$ cat config.mk
export PLATFORM = sky130hd
export DESIGN_NAME = tbp_ram
export DESIGN_NICKNAME = d
export VERILOG_FILES = /design/src/hw/rtl/tbp_ram.sv
export SDC_FILE = /design/constraint.sdc
export NUM_CORES = 2
export LEC_CHECK = 0
export BUFFER_PORTS_ARGS = -buffer_cell sky130_fd_sc_hd__buf_2
export CAP_MARGIN = 20
export CORE_MARGIN = 2
export CORE_UTILIZATION = 55
export CTS_CLUSTER_DIAMETER = 100
export DETAILED_ROUTE_END_ITERATION = 12
export PLACE_DENSITY = 0.68
export SYNTH_ARGS = -nofsm -noshare
export SYNTH_HDL_FRONTEND = slang
export SYNTH_SLANG_ARGS = --single-unit
$ cat constraint.sdc
create_clock -name clk -period 3.04 [get_ports clk]
set_input_delay 0.304 -clock clk [delete_from_list [all_inputs] [get_ports clk]]
set_output_delay 0.304 -clock clk [all_outputs]
set_load 0.02 [all_outputs]
$ cat src/hw/rtl/tbp_ram.sv
// Generic single-write, single-read RAM with a registered read port.
// It depends on nothing; width and depth come from its parameters.
module tbp_ram #(
	parameter int WIDTH = 8,
	parameter int DEPTH = 256,
	localparam int AW = (DEPTH > 1) ? $clog2(DEPTH) : 1
) (
	input  logic             clk,
	input  logic             wr_en,
	input  logic [AW-1:0]    wr_addr,
	input  logic [WIDTH-1:0] wr_data,
	input  logic             rd_en,
	input  logic [AW-1:0]    rd_addr,
	output logic [WIDTH-1:0] rd_data
);

	logic [WIDTH-1:0] mem_q [DEPTH];

	always_ff @(posedge clk) begin
		if (wr_en) begin
			mem_q[wr_addr] <= wr_data;
		end
		if (rd_en) begin
			rd_data <= mem_q[rd_addr];
		end
	end

endmodule

=== Yosys cells after proc, flatten, opt, wreduce, memory -nomap -nowiden ===
Memories as Yosys holds them, arrays and structs flattened. A register that Yosys moved wholly into a read port is not among the register bits.
Index checks and enable logic that the tools add are counted.

* Logic and storage cells: 3
* Memories: 1
* Input port bits: 27
* Bits in writable memories: 2048
* Output and inout port bits: 8
* Flip-flop bits (word level): 0

{| class="wikitable"
|+ Memories
! name !! depth !! width !! read ports !! clocked after memory_dff !! wr ports !! RTL line !! text
|-
| mem_q || 256 || 8 || 1 || 1 || 1 || 17 || <nowiki>logic [WIDTH-1:0] mem_q [DEPTH];</nowiki>
|}

* Muxes and demuxes: 2

{| class="wikitable"
|+ Operator list
! cell !! count
|-
| two-way mux 1 bit || 2
|}

=== Depth between registers and ports, before layout ===
* Depth after elaboration: 2
* Depth in mapped cells: 11
* Depth with buffers taken out: 6

=== Least setup slack after synthesis ===
Ideal clock, no wire load.

* Path type: input port to flip-flop
* Start: input rd_addr[0]
* End: register rd_data[2], read port of mem_q (data pin)
* Path slack: 0.660 ns
* Arrival: 2.111 ns
* Buffers on the path: 4
* Required time: 2.771 ns
* Cell stages on the path: 9
* Library setup time: 0.269 ns
* Cells stage by stage: buf_6 buf_12 buf_8 buf_2 mux4_2 a22oi_1 a21oi_1 nor4_1 nor4_2

{| class="wikitable"
|+ RTL lines
! item !! RTL line !! text
|-
| start: declaration || 13 || <nowiki>input logic [AW-1:0] rd_addr,</nowiki>
|-
| end: declaration || 14 || <nowiki>output logic [WIDTH-1:0] rd_data</nowiki>
|}

==> impl_metrics.csv <==
group,metric,value,unit
global_route,antenna_found_initial,12,
route,viasPerCell,6.40,
floorplan,start_util,0.554,
logic_synthesis,synth_enable_flop_cells,2056,
floorplan,dieArea,148000,µm²
critical_path,cp_slowest_stage_delay,0.70,ns
clocking,cts_tree,"built",
critical_path,cp_max_fo,1,
floorplan,die_w,385,µm
route,drc,0,
critical_path,path_class,"reg -> reg",
placed_design,post-dp-hpwl,125000,µm
logic_synthesis,synthSimpleGateAreaFrac,0.0263,
critical_path,crit_required,3.60,ns
hold_path,worstHoldPathType,"in -> reg",
logic_synthesis,async_flop_share,0,
logic_synthesis,synth_top_family_by_area,"multiplexers",
floorplan,num_rows,139,
finish,final_common_cell,"edfxtp_1",
logic_synthesis,synth.distinct_cells,54,
critical_path,critPathCaptureType,"flop",
logic_synthesis,synth_warnings,0,
power,leakagePower,29.7,nW
clocking,cts.path.max_buffers,3,
finish,fin_nets,4331,
timing,relSlewSlack,0.255,
critical_path,path_cells,"mux4_2 > a22o_1 > a221oi_1 > o32ai_1 > nor3_1 > nor4_1",
clocking,cts_inserted_buffers,199,
route,wire_per_inst,30.7,µm
finish,post-route-util,0.643,
timing,finalSetupViolations,0,
critical_path,startpoint_type,"flop",
route,drt_wl_total,196000,µm
status,status,"finished, final reports clean",
logic_synthesis,ys_ff_latch,2056,
critical_path,arrival,3.50,ns
timing,fmax,340,MHz
power,irDropWorstVdd,0.562,mV
timing,worst_pin_slew,1.12,ns
finish,mostFrequentLayoutCells,"edfxtp_1, buf_4, mux4_2, nor2_1, clkbuf_16",
placed_design,portBuffers,34,
power,power.density,636,nW/µm²
finish,drive_gt1_frac,0.304,
clocking,clk_pin_slew,0.06,ns
logic_synthesis,synth-xor-area-share,0,
route,num_vias,40800,
global_route,track_usage,0.269,
route,drt-initial-drc-count,5479,
logic_synthesis,syn-cell-area,79600,µm²
clocking,clock-sinks,2056,
route,final_antenna_net_count,0,
clocking,clock_latency,0.85,ns
timing,period_minus_slack,2.94,ns
clocking,htreeDepth,4,
floorplan,core_area,144000,µm²
timing,drv_slew,0,
logic_synthesis,synth_nets,3760,
global_route,overflow,0,
logic_synthesis,synth_compound_area_frac,0.0342,
logic_synthesis,synthMuxAreaShare,0.146,
placed_design,placed_cells,6001,
flow_run,maxCapViolCount,0,
timing,final_hold_viol_count,0,
floorplan,io-pin-count,35,
finish,final_cells,6374,
clocking,ctsRootBufferMaster,"clkbuf_16",
finish,fillers,9530,
global_route,grt_pass1_vias,40900,
timing,fin_worst_skew,0.0655,ns
route,drtPass1Iterations,7,
timing,period_share,0.968,
critical_path,r2r_slack,0.1,ns
timing,rsz0062_at_grt,"no",
placed_design,place.gp.congestion,0.879,
logic_synthesis,ys_seq_area_frac,0.775,
critical_path,critical_path.slowest_cell,"nor3_1",
logic_synthesis,synth_flop_cell,"edfxtp_1",
logic_synthesis,postSynthCellCount,3733,
logic_synthesis,syn_avg_cell_area,21.3,µm²
floorplan,die_h,385,µm
finish,area_delta_synth_final,16.0,%
global_route,grt_max_degree,126,
logic_synthesis,synthAdderAreaFrac,0,
global_route,grt_pass1_wl,284000,µm
## cell type report
cell class	instances	area, µm²	share of cell area
sequential	2056	61700	0.668
multi-input combinational	1442	16500	0.178
timing repair buffer	603	5300	0.0573
clock buffer	237	5120	0.0554
tap	1903	2380	0.0258
clock inverter	127	1350	0.0146
antenna	4	10.0	0.000108
inverter	2	7.51	0.0000813
## sequential cells by signal, indices dropped and copies added, names as in the netlist
signal,flops
rd_data,8
mem_q,2048
## cells by family after synthesis
logic type             Yosys count
AND/OR/NAND/NOR                466
flip-flops                    2056
AO/OA/AOI/OAI                  385
multiplexers                   591
buffers and inverters          235
## synthesized netlist by cell type, types with 3 or more instances
master | instances | area share
nor3_1 | 22 | 0.0014
buf_8 | 13 | 0.0025
o221ai_1 | 46 | 0.0051
a211oi_1 | 16 | 0.0015
mux2i_1 | 134 | 0.017
nand2b_1 | 8 | 0.00063
o21ai_0 | 10 | 0.00063
o22ai_1 | 28 | 0.0022
nand2_1 | 33 | 0.0016
or2_2 | 4 | 0.00031
a22o_1 | 8 | 0.00088
buf_6 | 21 | 0.0030
a221oi_1 | 13 | 0.0014
buf_12 | 8 | 0.0020
buf_1 | 22 | 0.0010
a22oi_1 | 133 | 0.013
nor2b_1 | 31 | 0.0024
edfxtp_1 | 2056 | 0.78
o211ai_1 | 10 | 0.00094
buf_4 | 27 | 0.0025
mux4_2 | 454 | 0.13
a21oi_1 | 96 | 0.0060
nor2_1 | 282 | 0.013
o32ai_1 | 4 | 0.00044
nand4_1 | 10 | 0.00079
o22a_1 | 5 | 0.00055
nor4_2 | 3 | 0.00047
nand3_1 | 34 | 0.0021
nor4_1 | 24 | 0.0019
and2_1 | 6 | 0.00047
buf_2 | 31 | 0.0019
clkbuf_1 | 111 | 0.0052
## report_power, final
group          internal [mW]  switching, mW  total (mW)
combinational           1.21           1.91        3.12
clock                   13.8           10.6        24.4
sequential              31.3         0.0440        31.3
total                   46.3           12.5        58.8
## metrics by stage
| step | hold slack, ns | power (mW) | TNS, ns | setup slack [ns] | cell area [µm²] |
|---|---|---|---|---|---|
| after global routing | 0.0623 | 60.3 | 0 | 0.0562 | 92400 |
| after floorplan | 0.403 | 33.4 | 0 | 0.660 | 79600 |
| final | 0.0526 | 58.8 | 0 | 0.0973 | 92400 |
| after global placement | 0.722 | 35.0 | -2.59 | -0.629 | 85900 |
| after CTS | 0.0448 | 59.1 | 0 | 0.182 | 92400 |
| after detailed placement | 0.732 | 35.0 | -2.34 | -0.378 | 85900 |
## worst paths after layout
| path | startpoint | endpoint | cells past startpoint |
|---|---|---|---|
| worst min-delay path | wr_data[4] | mem_q[65][4]$_DFFE_PP_ | 1 |
| worst max-delay path | mem_q[211][5]$_DFFE_PP_ | rd_data[5]$_DFFE_PP_ | 6 |
| worst min register to register | mem_q[41][3]$_DFFE_PP_ | rd_data[3]$_DFFE_PP_ | 7 |
| worst max register to register | mem_q[211][5]$_DFFE_PP_ | rd_data[5]$_DFFE_PP_ | 6 |
## timing repair
item,CTS,global route
buffers inserted,0,0
hold endpoints to repair,148,0
gates resized for setup,0,0
hold buffers,5,0
## layer usage
| layer | routed length [µm] | vias to the layer above | GRT usage |
|---|---|---|---|
| met5 | 67 | - | 0 |
| met3 | 18600 | 322 | 0.0576 |
| met1 | 77100 | 21500 | 0.383 |
| met4 | 5090 | 10 | 0.0742 |
| met2 | 95100 | 2101 | 0.429 |
| li1 | - | 16800 | - |
## critical path, delay by kind of cell (launching register included)
kind	cells	cell delay [ns]
compound gates	3	0.97
simple gates	2	0.82
mux	1	0.51
flops	1	0.35
No activity file was read; power rests on OpenSTA's default activity.
