<file path="config.mk">
export PLATFORM = sky130hd
export DESIGN_NAME = tbp_clear
export DESIGN_NICKNAME = d
export VERILOG_FILES = /design/src/hw/rtl/tbp_pkg.sv /design/src/hw/rtl/tbp_clear.sv
export SDC_FILE = /design/constraint.sdc
export NUM_CORES = 1
export LEC_CHECK = 0
export BUFFER_PORTS_ARGS = -buffer_cell sky130_fd_sc_hd__buf_2
export CAP_MARGIN = 20
export CORE_UTILIZATION = 48
export CTS_CLUSTER_SIZE = 12
export DETAILED_ROUTE_END_ITERATION = 6
export PLACE_DENSITY = 0.74
export SYNTH_ARGS = -nofsm -noshare
export SYNTH_HDL_FRONTEND = slang
export SYNTH_SLANG_ARGS = --single-unit
export TNS_END_PERCENT = 5
</file>
<file path="constraint.sdc">
create_clock -name clk -period 1.8 [get_ports clk]
set_input_delay 0.18 -clock clk [delete_from_list [all_inputs] [get_ports clk]]
set_output_delay 0.18 -clock clk [all_outputs]
set_load 0.01 [all_outputs]
</file>
<file path="src/hw/rtl/tbp_pkg.sv">
// Package for the tournament branch predictor: table sizes, operation codes,
// counter thresholds, saturating counter functions and the clear-pass struct.
// It depends on nothing else and is imported by tbp_clear, tbp_out_fifo and the top level.
package tbp_pkg;

	localparam int GLOBAL_HIST_BITS = 12;
	localparam int LOCAL_HIST_BITS  = 10;
	localparam int GLOBAL_SIZE      = 1 << GLOBAL_HIST_BITS;
	localparam int LOCAL_SIZE       = 1 << LOCAL_HIST_BITS;

	localparam int CLR_BITS = (GLOBAL_HIST_BITS > LOCAL_HIST_BITS) ?
		GLOBAL_HIST_BITS : LOCAL_HIST_BITS;
	localparam int CLR_W    = CLR_BITS + 1;
	localparam int CLR_SIZE = 1 << CLR_BITS;

	localparam int OUT_DEPTH    = 4;
	localparam int OUT_PTR_BITS = 2;
	localparam int OUT_CNT_W    = 3;

	localparam logic OP_PREDICT = 1'b0;
	localparam logic OP_TRAIN   = 1'b1;

	localparam logic [1:0] GCNT_RESET     = 2'd1;
	localparam logic [1:0] CHS_RESET      = 2'd1;
	localparam logic [2:0] LCNT_RESET     = 3'd3;
	localparam logic [1:0] GCNT_WEAK_NT   = 2'd1;
	localparam logic [1:0] CHS_WEAK_LOCAL = 2'd1;
	localparam logic [2:0] LCNT_WEAK_NT   = 3'd3;
	localparam logic [1:0] CNT2_TOP       = 2'd3;
	localparam logic [2:0] CNT3_TOP       = 3'd7;

	typedef struct packed {
		logic             busy;
		logic             glb_we;
		logic             lcl_we;
		logic [CLR_W-1:0] addr;
	} clr_t;

	function automatic logic [1:0] step2(input logic [1:0] value, input logic up);
		logic [1:0] res;
		if (up) begin
			res = (value == CNT2_TOP) ? value : 2'(value + 2'd1);
		end else begin
			res = (value == 2'd0) ? value : 2'(value - 2'd1);
		end
		return res;
	endfunction

	function automatic logic [2:0] step3(input logic [2:0] value, input logic up);
		logic [2:0] res;
		if (up) begin
			res = (value == CNT3_TOP) ? value : 3'(value + 3'd1);
		end else begin
			res = (value == 3'd0) ? value : 3'(value - 3'd1);
		end
		return res;
	endfunction

endpackage

</file>
<file path="src/hw/rtl/tbp_clear.sv">
// Clearing sequencer that sweeps all predictor tables to their reset values.
// It depends on tbp_pkg for the table sizes and the clr_t struct.
module tbp_clear
	import tbp_pkg::*;
(
	input  logic clk,
	input  logic arst_n,
	output clr_t clr
);

	localparam logic [CLR_W-1:0] CLR_LAST  = CLR_W'(CLR_SIZE - 1);
	localparam logic [CLR_W-1:0] LCL_LIMIT = CLR_W'(LOCAL_SIZE);
	localparam logic [CLR_W-1:0] GLB_LIMIT = CLR_W'(GLOBAL_SIZE);

	logic             busy_q;
	logic [CLR_W-1:0] cnt_q;

	always_ff @(posedge clk or negedge arst_n) begin
		if (!arst_n) begin
			busy_q <= 1'b1;
			cnt_q  <= '0;
		end else if (busy_q) begin
			if (cnt_q == CLR_LAST) begin
				busy_q <= 1'b0;
			end
			cnt_q <= CLR_W'(cnt_q + 1'b1);
		end
	end

	always_comb begin
		clr.busy   = busy_q;
		clr.glb_we = busy_q && (cnt_q < GLB_LIMIT);
		clr.lcl_we = busy_q && (cnt_q < LCL_LIMIT);
		clr.addr   = cnt_q;
	end

	a_clear_ends_at_last : assert property (@(posedge clk) disable iff (!arst_n)
		$fell(busy_q) |-> $past(cnt_q) == CLR_LAST)
		else $error("clear pass ended before sweeping every entry");

endmodule

</file>
## Yosys cells after proc, flatten, opt, wreduce, memory -nomap -nowiden

Index checks and enable logic that the tools add are counted.

- Output and inout port bits: 16
- Logic and storage cells: 10
- Register bits: 14
- Input port bits: 2

- $lt $le $gt $ge: 2
- Add/sub/neg operators: 1
- Eq/ne operators: 1
- Reductions and logical operators: 2
- Mux-type cells: 2

Operator list:

| cell | count |
|---|---|
| $add A13 B1 Y13 const B | 1 |
| $eq A13 B12 Y1 const B | 1 |
| $lt A13 B11 Y1 const B | 1 |
| $lt A13 B13 Y1 const B | 1 |
| $logic_and A1 B1 Y1 | 2 |
| $mux W1 | 2 |

## Longest topological paths before layout

- Depth after elaboration: 3
- Gate-level depth with buffers: 4
- Mapped depth without buffers: 4

## Worst setup path before layout

OpenSTA, ideal clock, no wires.

- Path type: register -> output
- Start point: register busy_q
- End point: output port clr[13] in the netlist's numbering
- Arrival time: 1239 ps
- Buffers on the path: 1
- Setup slack: 381 ps
- Data required time: 1620 ps
- Stages on the path, launching flop included: 4
- Path through: dfstp_2 buf_4 nor2b_1 nor3b_1

RTL lines:

| item | RTL line | RTL |
|---|---|---|
| start: declaration | tbp_clear.sv:15 | `logic busy_q;` |
| start signal: assignment | tbp_clear.sv:20 | `busy_q <= 1'b1;` |
| start signal: assignment | tbp_clear.sv:24 | `busy_q <= 1'b0;` |
| end: declaration | tbp_clear.sv:8 | `output clr_t clr` |

==> flow_summary_export.csv <==
group,metric,value,unit
run_status,status,"complete, no violations",
global_route,grt_start_max_net_pins,15,
worst_setup_path,cp-startpoint,"busy_q",
drt,via_per_inst,5.45,
drt,drc,0,
job,cap_violations,0,
sta,finalSetupViolCount,0,
cells_and_area,fillers,92,
synth,ys_warn_count,0,
clock_network,cts_resized,0,
power_and_ir_drop,p_per_area,664,mW/mm²
global_route,grt_pass1_vias,438,
worst_setup_path,critPathCaptureType,"output pin",
clock_network,ctsHoldBuffers,1,
global_route,use_met1,27.2,%
die,die-area,0.00150,mm²
global_route,busiest_layer,"met2",
synth,synth_common_cells,"13 x dfrtp_1, 8 x xor2_1, 5 x nand3_1, 4 x xnor2_1",
drt,drt-initial-drc-count,11,
worst_setup_path,r2r_slack,0.40,ns
worst_setup_path,worstSetupStartpointType,"flip-flop",
power_and_ir_drop,peakVddDrop,0.500,mV
clock_network,cts_setup_buffers,0,
cells_and_area,drive_above_1_share,33.3,%
clock_network,clock-sinks,14,
worst_setup_path,cp.arrival,1.40,ns
synth,yosysMostFrequentCell,"dfrtp_1",
clock_network,h-tree-depth,1,
worst_setup_path,crit_fanout,9,
sta,slew_headroom,77.9,%
sta,rsz0062_at_grt,"no",
min_path,hold_class,"input port to async pin",
placed_design,port_buffers,17,
clock_network,tritoncts,"yes",
worst_setup_path,worstSetupEndpoint,"clr[13]",
clock_network,cts_buffers,3,
clock_network,clk_latency,0.28,ns
global_route,track_usage,19.4,%
power_and_ir_drop,finalPower,0.000511,W
worst_setup_path,worstPathRequired,1.62,ns
sta,finalCritPeriodShare,87.9,%
sta,hold_viol_final,0,
die,initial_utilization,55.1,%
worst_setup_path,max_stage_delay,0.63,ns
global_route,met3_usage,3.47,%
die,fp-row-count,12,
cells_and_area,regArea,352,µm²
synth,yosysUniqueCellTypes,20,
global_route,antenna_found_initial,0,
sta,tns,0,ns
global_route,gr-total-overflow,0,
synth,syn_inst,55,
die,fp.dieH,38.7,µm
synth,syn_nets,58,
placed_design,place_inst,84,
cells_and_area,finalNetCount,79,
synth,netlist_area,646,µm²
worst_setup_path,cp_slowest_cell,"dfstp_2",
drt,vias,485,
worst_setup_path,r2r_end,"cnt_q[10]",
clock_network,root_buffer,"clkbuf_4",
synth,ys.flop_type,"dfrtp_1",
cells_and_area,stdcell_count,89,
cells_and_area,area_growth_syn_to_layout,19.2,%
clock_network,clk_path_buf_depth,2,
drt,wl,1.18,mm
power_and_ir_drop,p_leak,0.428,nW
global_route,met2_usage,30.8,%
synth,synth_area_per_cell,11.7,µm²
die,core-area,0.00117,mm²
sta,finClkSkew,0.00586,ns
drt,drtAntennaViolNets,0,
sta,max_freq,632,MHz
worst_setup_path,timing_worst_setup_path_type,"flip-flop to output pin",
synth,yosys.area.top_type,"dfrtp_1",
sta,fin_crit,1.58,ns
worst_setup_path,reg2reg_from,"busy_q",
cells_and_area,multiInputGateArea,275,µm²
die,die_w,38.7,µm
synth,synth_seq_cells,14,
clock_network,clk_pin_slew_worst_paths,0.09,ns
worst_setup_path,reg2reg_depth,3,
sta,worstMarginPinSlew,0.329,ns
global_route,grt_pass1_wl,1.97,mm
synth,synth_top_area_share,50.4,%
sta,slew_violations,0,
synth,ys_async_sr_fraction,100,%
synth,synth-edff-count,0,
placed_design,place.gp.congestion,0.764,
placed_design,place_hpwl,862,µm
synth,seq_area_frac_synth,54.5,%
drt,wl_per_cell,13.3,µm
drt,firstDrtPassIters,4,
die,ios,18,
cells_and_area,n_antenna_cell,0,
synth,synthTopCellsByArea,"dfrtp_1 50%, xor2_1 11%, xnor2_1 5.4%",
worst_setup_path,cp_cell_sequence,"nor2b_1 > nor3b_1 > buf_2",
-- registers in the layout, summed over array words and instances (netlist names) --
signal / cells
cnt_q: 13
busy_q: 1
-- worst min-delay path by stage --
stage	startpoint	end	slack (ns)	cells past startpoint
6_report	arst_n	cnt_q[3]	0.31	2
5_1_grt	arst_n	cnt_q[9]	0.36	2
4_1_cts	arst_n	cnt_q[9]	0.32	2
3_5_place_dp	arst_n	cnt_q[9]	0.09	1
3_3_place_gp	arst_n	cnt_q[9]	0.09	1
2_1_floorplan	arst_n	cnt_q[0]	-0.12	0
-- metrics by stage --
step / hold WS [ns] / util [%] / instance area, µm² / worst slack (ns)
after CTS: 0.320 / 65.7 / 769 / 0.216
after global routing: 0.361 / 65.7 / 769 / 0.136
after global placement: 0.0900 / 62.6 / 733 / 0.435
after floorplan: -0.116 / - / 646 / 0.381
final: 0.314 / 65.7 / 769 / 0.218
after detailed placement: 0.0882 / 62.6 / 733 / 0.438
-- power by group --
part	internal, W	total, W	switching [W]
sequential	0.000314	0.000314	0
clock	0.0000860	0.000188	0.000102
combinational	0.00000221	0.00000801	0.00000579
-- worst max-delay path, delay by kind of cell, from the launching register on --
family,cells,cell delay (ns)
DFF,1,0.63
and+or+nand+nor,2,0.35
buffers and inverters,1,0.15
-- cells in the final DEF (no fill, tap or decap), types with 2 or more instances in the layout --
master | Yosys | routed
nand4_1 | 3 | 3
nor4_1 | 2 | 2
xor2_1 | 8 | 8
nand3_1 | 5 | 5
nand2_1 | 3 | 3
buf_2 | 0 | 17
nor3_1 | 3 | 3
clkbuf_4 | 0 | 3
nor2_1 | 2 | 2
dfrtp_1 | 13 | 13
xnor2_1 | 4 | 4
-- logic make-up after synthesis --
kind of cell / count (synthesis) / share of synthesized area, %
compound gates: 1 / 1.74
xor+xnor: 12 / 16.3
fa+ha+maj: 1 / 1.94
buf+inv: 3 / 2.91
flops: 14 / 54.5
mux: 1 / 1.74
simple gates: 23 / 20.9
-- routing by layer --
metal | share of wire, % | wire length (µm) | up-vias
met5 | 0 | 0 | -
met4 | 0.85 | 10 | 0
met3 | 5.6 | 66 | 2
met2 | 45 | 527 | 17
met1 | 49 | 579 | 231
li1 | - | - | 235
-- final cells by class --
class,instances,area share [%]
Timing Repair Buffer,18,12.4
Tap cell,14,2.28
Clock buffer,4,3.41
Multi-Input combinational cell,38,35.8
Inverter,1,0.488
Sequential cell,14,45.7
No activity file was read; power rests on OpenSTA's default activity.
