$ cat config.mk
export PLATFORM = sky130hd
export DESIGN_NAME = tbp_out_fifo
export DESIGN_NICKNAME = d
export VERILOG_FILES = /design/src/hw/rtl/tbp_pkg.sv /design/src/hw/rtl/tbp_out_fifo.sv
export SDC_FILE = /design/constraint.sdc
export NUM_CORES = 1
export LEC_CHECK = 0
export BUFFER_PORTS_ARGS = -buffer_cell sky130_fd_sc_hd__buf_2
export CORE_MARGIN = 2
export CORE_UTILIZATION = 40
export DETAILED_ROUTE_END_ITERATION = 7
export SLEW_MARGIN = 20
export SYNTH_ARGS = -nofsm -noshare
export SYNTH_HDL_FRONTEND = slang
export SYNTH_SLANG_ARGS = --single-unit
$ cat constraint.sdc
create_clock -name clk -period 1.8 [get_ports clk]
set_input_delay 0.09 -clock clk [delete_from_list [all_inputs] [get_ports clk]]
set_output_delay 0.09 -clock clk [all_outputs]
set_load 0.01 [all_outputs]
$ cat src/hw/rtl/tbp_pkg.sv
// Package for the tournament branch predictor: table sizes, operation codes,
// counter thresholds, saturating counter functions and the clear-pass struct.
// It depends on nothing else and is imported by tbp_clear, tbp_out_fifo and the top level.
package tbp_pkg;

	localparam int GLOBAL_HIST_BITS = 12;
	localparam int LOCAL_HIST_BITS  = 10;
	localparam int GLOBAL_SIZE      = 1 << GLOBAL_HIST_BITS;
	localparam int LOCAL_SIZE       = 1 << LOCAL_HIST_BITS;

	localparam int CLR_BITS = (GLOBAL_HIST_BITS > LOCAL_HIST_BITS) ?
		GLOBAL_HIST_BITS : LOCAL_HIST_BITS;
	localparam int CLR_W    = CLR_BITS + 1;
	localparam int CLR_SIZE = 1 << CLR_BITS;

	localparam int OUT_DEPTH    = 4;
	localparam int OUT_PTR_BITS = 2;
	localparam int OUT_CNT_W    = 3;

	localparam logic OP_PREDICT = 1'b0;
	localparam logic OP_TRAIN   = 1'b1;

	localparam logic [1:0] GCNT_RESET     = 2'd1;
	localparam logic [1:0] CHS_RESET      = 2'd1;
	localparam logic [2:0] LCNT_RESET     = 3'd3;
	localparam logic [1:0] GCNT_WEAK_NT   = 2'd1;
	localparam logic [1:0] CHS_WEAK_LOCAL = 2'd1;
	localparam logic [2:0] LCNT_WEAK_NT   = 3'd3;
	localparam logic [1:0] CNT2_TOP       = 2'd3;
	localparam logic [2:0] CNT3_TOP       = 3'd7;

	typedef struct packed {
		logic             busy;
		logic             glb_we;
		logic             lcl_we;
		logic [CLR_W-1:0] addr;
	} clr_t;

	function automatic logic [1:0] step2(input logic [1:0] value, input logic up);
		logic [1:0] res;
		if (up) begin
			res = (value == CNT2_TOP) ? value : 2'(value + 2'd1);
		end else begin
			res = (value == 2'd0) ? value : 2'(value - 2'd1);
		end
		return res;
	endfunction

	function automatic logic [2:0] step3(input logic [2:0] value, input logic up);
		logic [2:0] res;
		if (up) begin
			res = (value == CNT3_TOP) ? value : 3'(value + 3'd1);
		end else begin
			res = (value == 3'd0) ? value : 3'(value - 3'd1);
		end
		return res;
	endfunction

endpackage

$ cat src/hw/rtl/tbp_out_fifo.sv
// Small result queue that holds prediction words until the receiver takes them.
// It depends on tbp_pkg for its depth and pointer widths.
module tbp_out_fifo
	import tbp_pkg::*;
(
	input  logic                 clk,
	input  logic                 arst_n,
	input  logic                 push,
	input  logic                 push_data,
	input  logic                 pop,
	output logic                 head_valid,
	output logic                 head_data,
	output logic [OUT_CNT_W-1:0] count
);

	logic                    data_q [OUT_DEPTH];
	logic [OUT_PTR_BITS-1:0] wr_ptr_q;
	logic [OUT_PTR_BITS-1:0] rd_ptr_q;
	logic [OUT_CNT_W-1:0]    count_q;

	always_ff @(posedge clk) begin
		if (push) begin
			data_q[wr_ptr_q] <= push_data;
		end
	end

	always_ff @(posedge clk or negedge arst_n) begin
		if (!arst_n) begin
			wr_ptr_q <= '0;
			rd_ptr_q <= '0;
			count_q  <= '0;
		end else begin
			if (push) begin
				wr_ptr_q <= OUT_PTR_BITS'(wr_ptr_q + 1'b1);
			end
			if (pop) begin
				rd_ptr_q <= OUT_PTR_BITS'(rd_ptr_q + 1'b1);
			end
			if (push && !pop) begin
				count_q <= OUT_CNT_W'(count_q + 1'b1);
			end else if (pop && !push) begin
				count_q <= OUT_CNT_W'(count_q - 1'b1);
			end
		end
	end

	assign head_valid = (count_q != '0);
	assign head_data  = data_q[rd_ptr_q];
	assign count      = count_q;

	a_no_push_when_full : assert property (@(posedge clk) disable iff (!arst_n)
		push |-> (count_q < OUT_CNT_W'(OUT_DEPTH)) || pop)
		else $error("result queue overflow");

endmodule

; ---- Word-level counts from Yosys, hierarchy flattened
; Memory sizes are Yosys's and may differ from the RTL's.
; Index checks and enable logic that the tools add are counted.
[totals]
ff_bits = 7
input_bits = 5
ram_bits = 4
out_inout_bits = 5
n_memories = 1
[op_classes]
n_addsub = 4
mux = 4
reduce_logical = 6
[memory_table]
columns = memory, depth, word_bits, rd, rd_ports_with_merged_regs, write_ports, line
row1 = data_q, 4, 1, 1, 0, 1, tbp_out_fifo.sv:16  ; logic data_q [OUT_DEPTH];
[ops]
columns = op, n
row1 = 3-bit 2-to-1 mux, 2
row2 = "2-bit by 1-bit adder with 2-bit output, second input constant", 2
row3 = "3-bit by 1-bit adder with 3-bit output, second input constant", 1
row4 = 3-bit nonzero test, 1
row5 = "3-bit by 1-bit subtractor with 3-bit output, second input constant", 1
row6 = 1-bit logical AND, 2
row7 = 1-bit zero test, 2
row8 = 1-bit 2-to-1 mux, 2
row9 = 2-bit nonzero test, 1

; ---- Depth between registers and ports, before layout
[depth]
word_depth = 4
mapped_depth = 7
ltp_nobuf = 7

; ---- Worst setup path after synthesis
; Ideal clock, no wire load.
[synth_path]
path_type = register -> register
startpoint = reg count_q[0], in the netlist count[0]
endpoint = reg count_q[2], in the netlist count[2]
t_arrival_ns = 1.253
path_buffers = 0
path_slack_ns = 0.468
period_less_slack_ns = 1.332
stages_incl_launch_ff = 5
required_ns = 1.721
setup_time_ns = 0.079
path_cell_list = dfrtp_1 fa_1 xor2_1 nor2_1 xor2_1
[synth_between]
elab_chain_len = 3
elab_cells_between_ends = 4
cone_classes = 2 x add/sub / 2 x mux
[synth_lines]
columns = item, line
row1 = "start, declared", tbp_out_fifo.sv:19  ; logic [OUT_CNT_W-1:0] count_q;
row2 = "start signal, assigned", tbp_out_fifo.sv:40  ; count_q <= OUT_CNT_W'(count_q + 1'b1);
row3 = "start signal, assigned", tbp_out_fifo.sv:42  ; count_q <= OUT_CNT_W'(count_q - 1'b1);
row4 = 3-bit by 1-bit subtractor with 3-bit output, tbp_out_fifo.sv:42
row5 = 3-bit 2-to-1 mux, tbp_out_fifo.sv:41  ; end else if (pop && !push) begin
row6 = 3-bit 2-to-1 mux (*), tbp_out_fifo.sv:39  ; if (push && !pop) begin
; Every way passes the cells marked *; elsewhere a longest branch is shown, timed or not. The select of a mux whose other input is x is not followed.
; A chain may end at the register's enable or synchronous reset.

; ---- Worst setup path in the final report
; Same ends and word-level chain as after synthesis.

==> summary.txt <==
status: complete, no violations
post-route ant nets: 0
Max stage delay cell, worst path: fa_1
CTS Sinks: 11
worst-path cell chain: fa_1 > xor2_1 > nor2_1 > xor2_1
number of H-tree levels: 1
GRT met3 Usage: 0.0167
core footprint: 1270 sq um
CP max stage delay: 450 ps
fill count: 110
RSZ-0062 raised after global routing: no
full die area: 1620 sq um
R2R setup slack: 380 ps
largest net degree at the start of global routing: 9
Arrival @ worst endpoint: 1610 ps
final hold viol count: 0
HPWL after detailed placement: 663 um
share of cells above drive strength 1: 0.269
TritonCTS clock tree: built
Hold Path Class: input port to register
post-synthesis area per instance: 13.9 sq um
M2 GR Usage: 0.218
Crit Path Class: register to register
Yosys cell types: 14
Data required, critical path: 1990 ps
NumNets Final: 64
#FFs+latches synth: 11
Ys Warns: 0
number of global-route vias before repair: 326
crit end category: register
PostCTS Resize Cnt: 0
vias per cell: 4.93
Leak Pwr: 0.289 nW
IO Pins: 10
max_cap viols: 0
Syn Inst Count: 38
grt total ovfl: 0
Worst-Margin Slew: 183 ps
Die Y-Extent: 40.3 um
Rel. slew slack: 0.878
commonest non-fill, non-tap cells in the layout: 9 x buf_2, 7 x dfrtp_1, 5 x ha_1
setup_tns: 0 ps
Max Freq: 0.702 GHz
clk slew on worst S/H paths: 70 ps
via count: 330
CTS root buffer: clkbuf_4
P per Cell Area: 1550 nW/um^2
critical path's most frequent cell: xor2_1
commonest non-fill, non-tap cell in the layout: buf_2
DR DRC count: 0
Critical Path Start Type: register
global-route wire length before repair: 1.35 mm
skew final: 2.49 ps
Tot GR Track Use: 0.133
Clock Latency Late Sink: 270 ps
Ant. Diodes: 0
final WL: 879 um
starting density of the core: 0.415
Die Width: 40.3 um
Final min period: 1420 ps
critical-path maximum fanout: 4
Area Growth Syn to Fin: 19.0%
Mapped Area: 527 sq um
CTS Buf Count: 3
setup violators final: 0
period utilisation layout: 0.791
Most Crowded Layer GR: met2
Seq/Total Area, Yosys: 0.561
GP Congestion: 0.634
Max clock buf depth: 2
wire per inst: 13.1 um
port bufs: 9
total power: 0.972 mW
met1 Track Usage GR: 0.159
Peak supply drop: 605 uV
Mapped Nets: 49
initial antenna violation count: 0
TritonRoute pass-1 iters: 2
Slew Limit Fails: 0
Rows: 13
DR iter-0 viols: 3
## final timing paths
kind | startpoint | to | cells after the start
max | count[0]$_DFFE_PN0P_ | count[2]$_DFFE_PN0P_ | 4
min | push_data | data_q[2]$_DFFE_PP_ | 1
max reg2reg | count[0]$_DFFE_PN0P_ | count[2]$_DFFE_PN0P_ | 4
min reg2reg | rd_ptr_q[1]$_DFFE_PN0P_ | rd_ptr_q[1]$_DFFE_PN0P_ | 1
max in group asynchronous | arst_n | count[1]$_DFFE_PN0P_ | 2
min in group asynchronous | arst_n | wr_ptr_q[1]$_DFFE_PN0P_ | 2
## critical path, delay by kind of cell (launching register included)
| family | cells | cell delay, ps |
|---|---|---|
| adders and majority gates | 1 | 450 |
| xor gates and xnor gates | 2 | 320 |
| and+or+nand+nor | 1 | 140 |
| DFF | 1 | 430 |
## flip-flops by register name, summed over array words and instances (netlist names)
| register | flops |
|---|---|
| count | 3 |
| data_q | 4 |
| rd_ptr_q | 2 |
| wr_ptr_q | 2 |
## final cells by class
type | count | area [sq um] | share of cell area
well taps | 15 | 18.8 | 0.0299
repair buffers | 10 | 55.1 | 0.0878
clock buffers | 4 | 26.3 | 0.0419
multi-input cells | 23 | 216 | 0.345
inverters | 4 | 15.0 | 0.0240
flip-flops and latches | 11 | 295 | 0.471
## synthesized netlist by cell type, drive strengths merged
| cell | count | area share |
|---|---|---|
| and2 | 4 | 0.047 |
| dfrtp | 7 | 0.33 |
| edfxtp | 4 | 0.23 |
| fa | 1 | 0.038 |
| ha | 5 | 0.12 |
| inv | 4 | 0.028 |
| mux2 | 1 | 0.021 |
| mux4 | 1 | 0.043 |
| nand2 | 2 | 0.014 |
| nor2 | 1 | 0.0071 |
| o21ai | 1 | 0.0095 |
| or3 | 1 | 0.012 |
| xnor2 | 2 | 0.033 |
| xor2 | 4 | 0.067 |
## cells by family (layout without fill, tap and decap cells)
logic type / count (synthesis) / after routing / synth area share
AOI/OAI and AO/OA: 1 / 1 / 0.00949
xor gates and xnor gates: 6 / 6 / 0.0998
adders and majority gates: 6 / 6 / 0.157
buffers and inverters: 4 / 18 / 0.0285
DFF: 11 / 11 / 0.561
muxes: 2 / 2 / 0.0641
and+or+nand+nor: 8 / 8 / 0.0808
## per-stage QoR
stage	hold slack (ps)	cells	utilization	setup WS, ps	cell area [sq um]
floorplan	-206	38	-	468	527
global placement	-70.9	62	0.465	448	591
detailed placement	-62.2	62	0.465	366	591
CTS	30.1	67	0.494	369	627
global route	33.9	67	0.494	324	627
finish	32.0	67	0.494	376	627
## repair_timing
action                                 4_1_cts  5_1_grt
buffers inserted                             0        0
endpoints found under the hold margin        7        0
hold buffers                                 1        0
## layer usage
layer	routed length, um	vias to the layer above
met1	349	170
met5	0	-
met3	26	3
li1	-	150
met2	473	7
met4	29	0
## power by group
part / total [mW] / internal [mW] / switching [mW] / leakage [nW]
Combinational: 0.346 / 0.180 / 0.166 / 0.155
Sequential: 0.458 / 0.362 / 0.0958 / 0.119
Clock: 0.168 / 0.0859 / 0.0825 / 0.0150
Total: 0.972 / 0.628 / 0.344 / 0.289
Note: power is estimated with default switching activity, not from simulation.
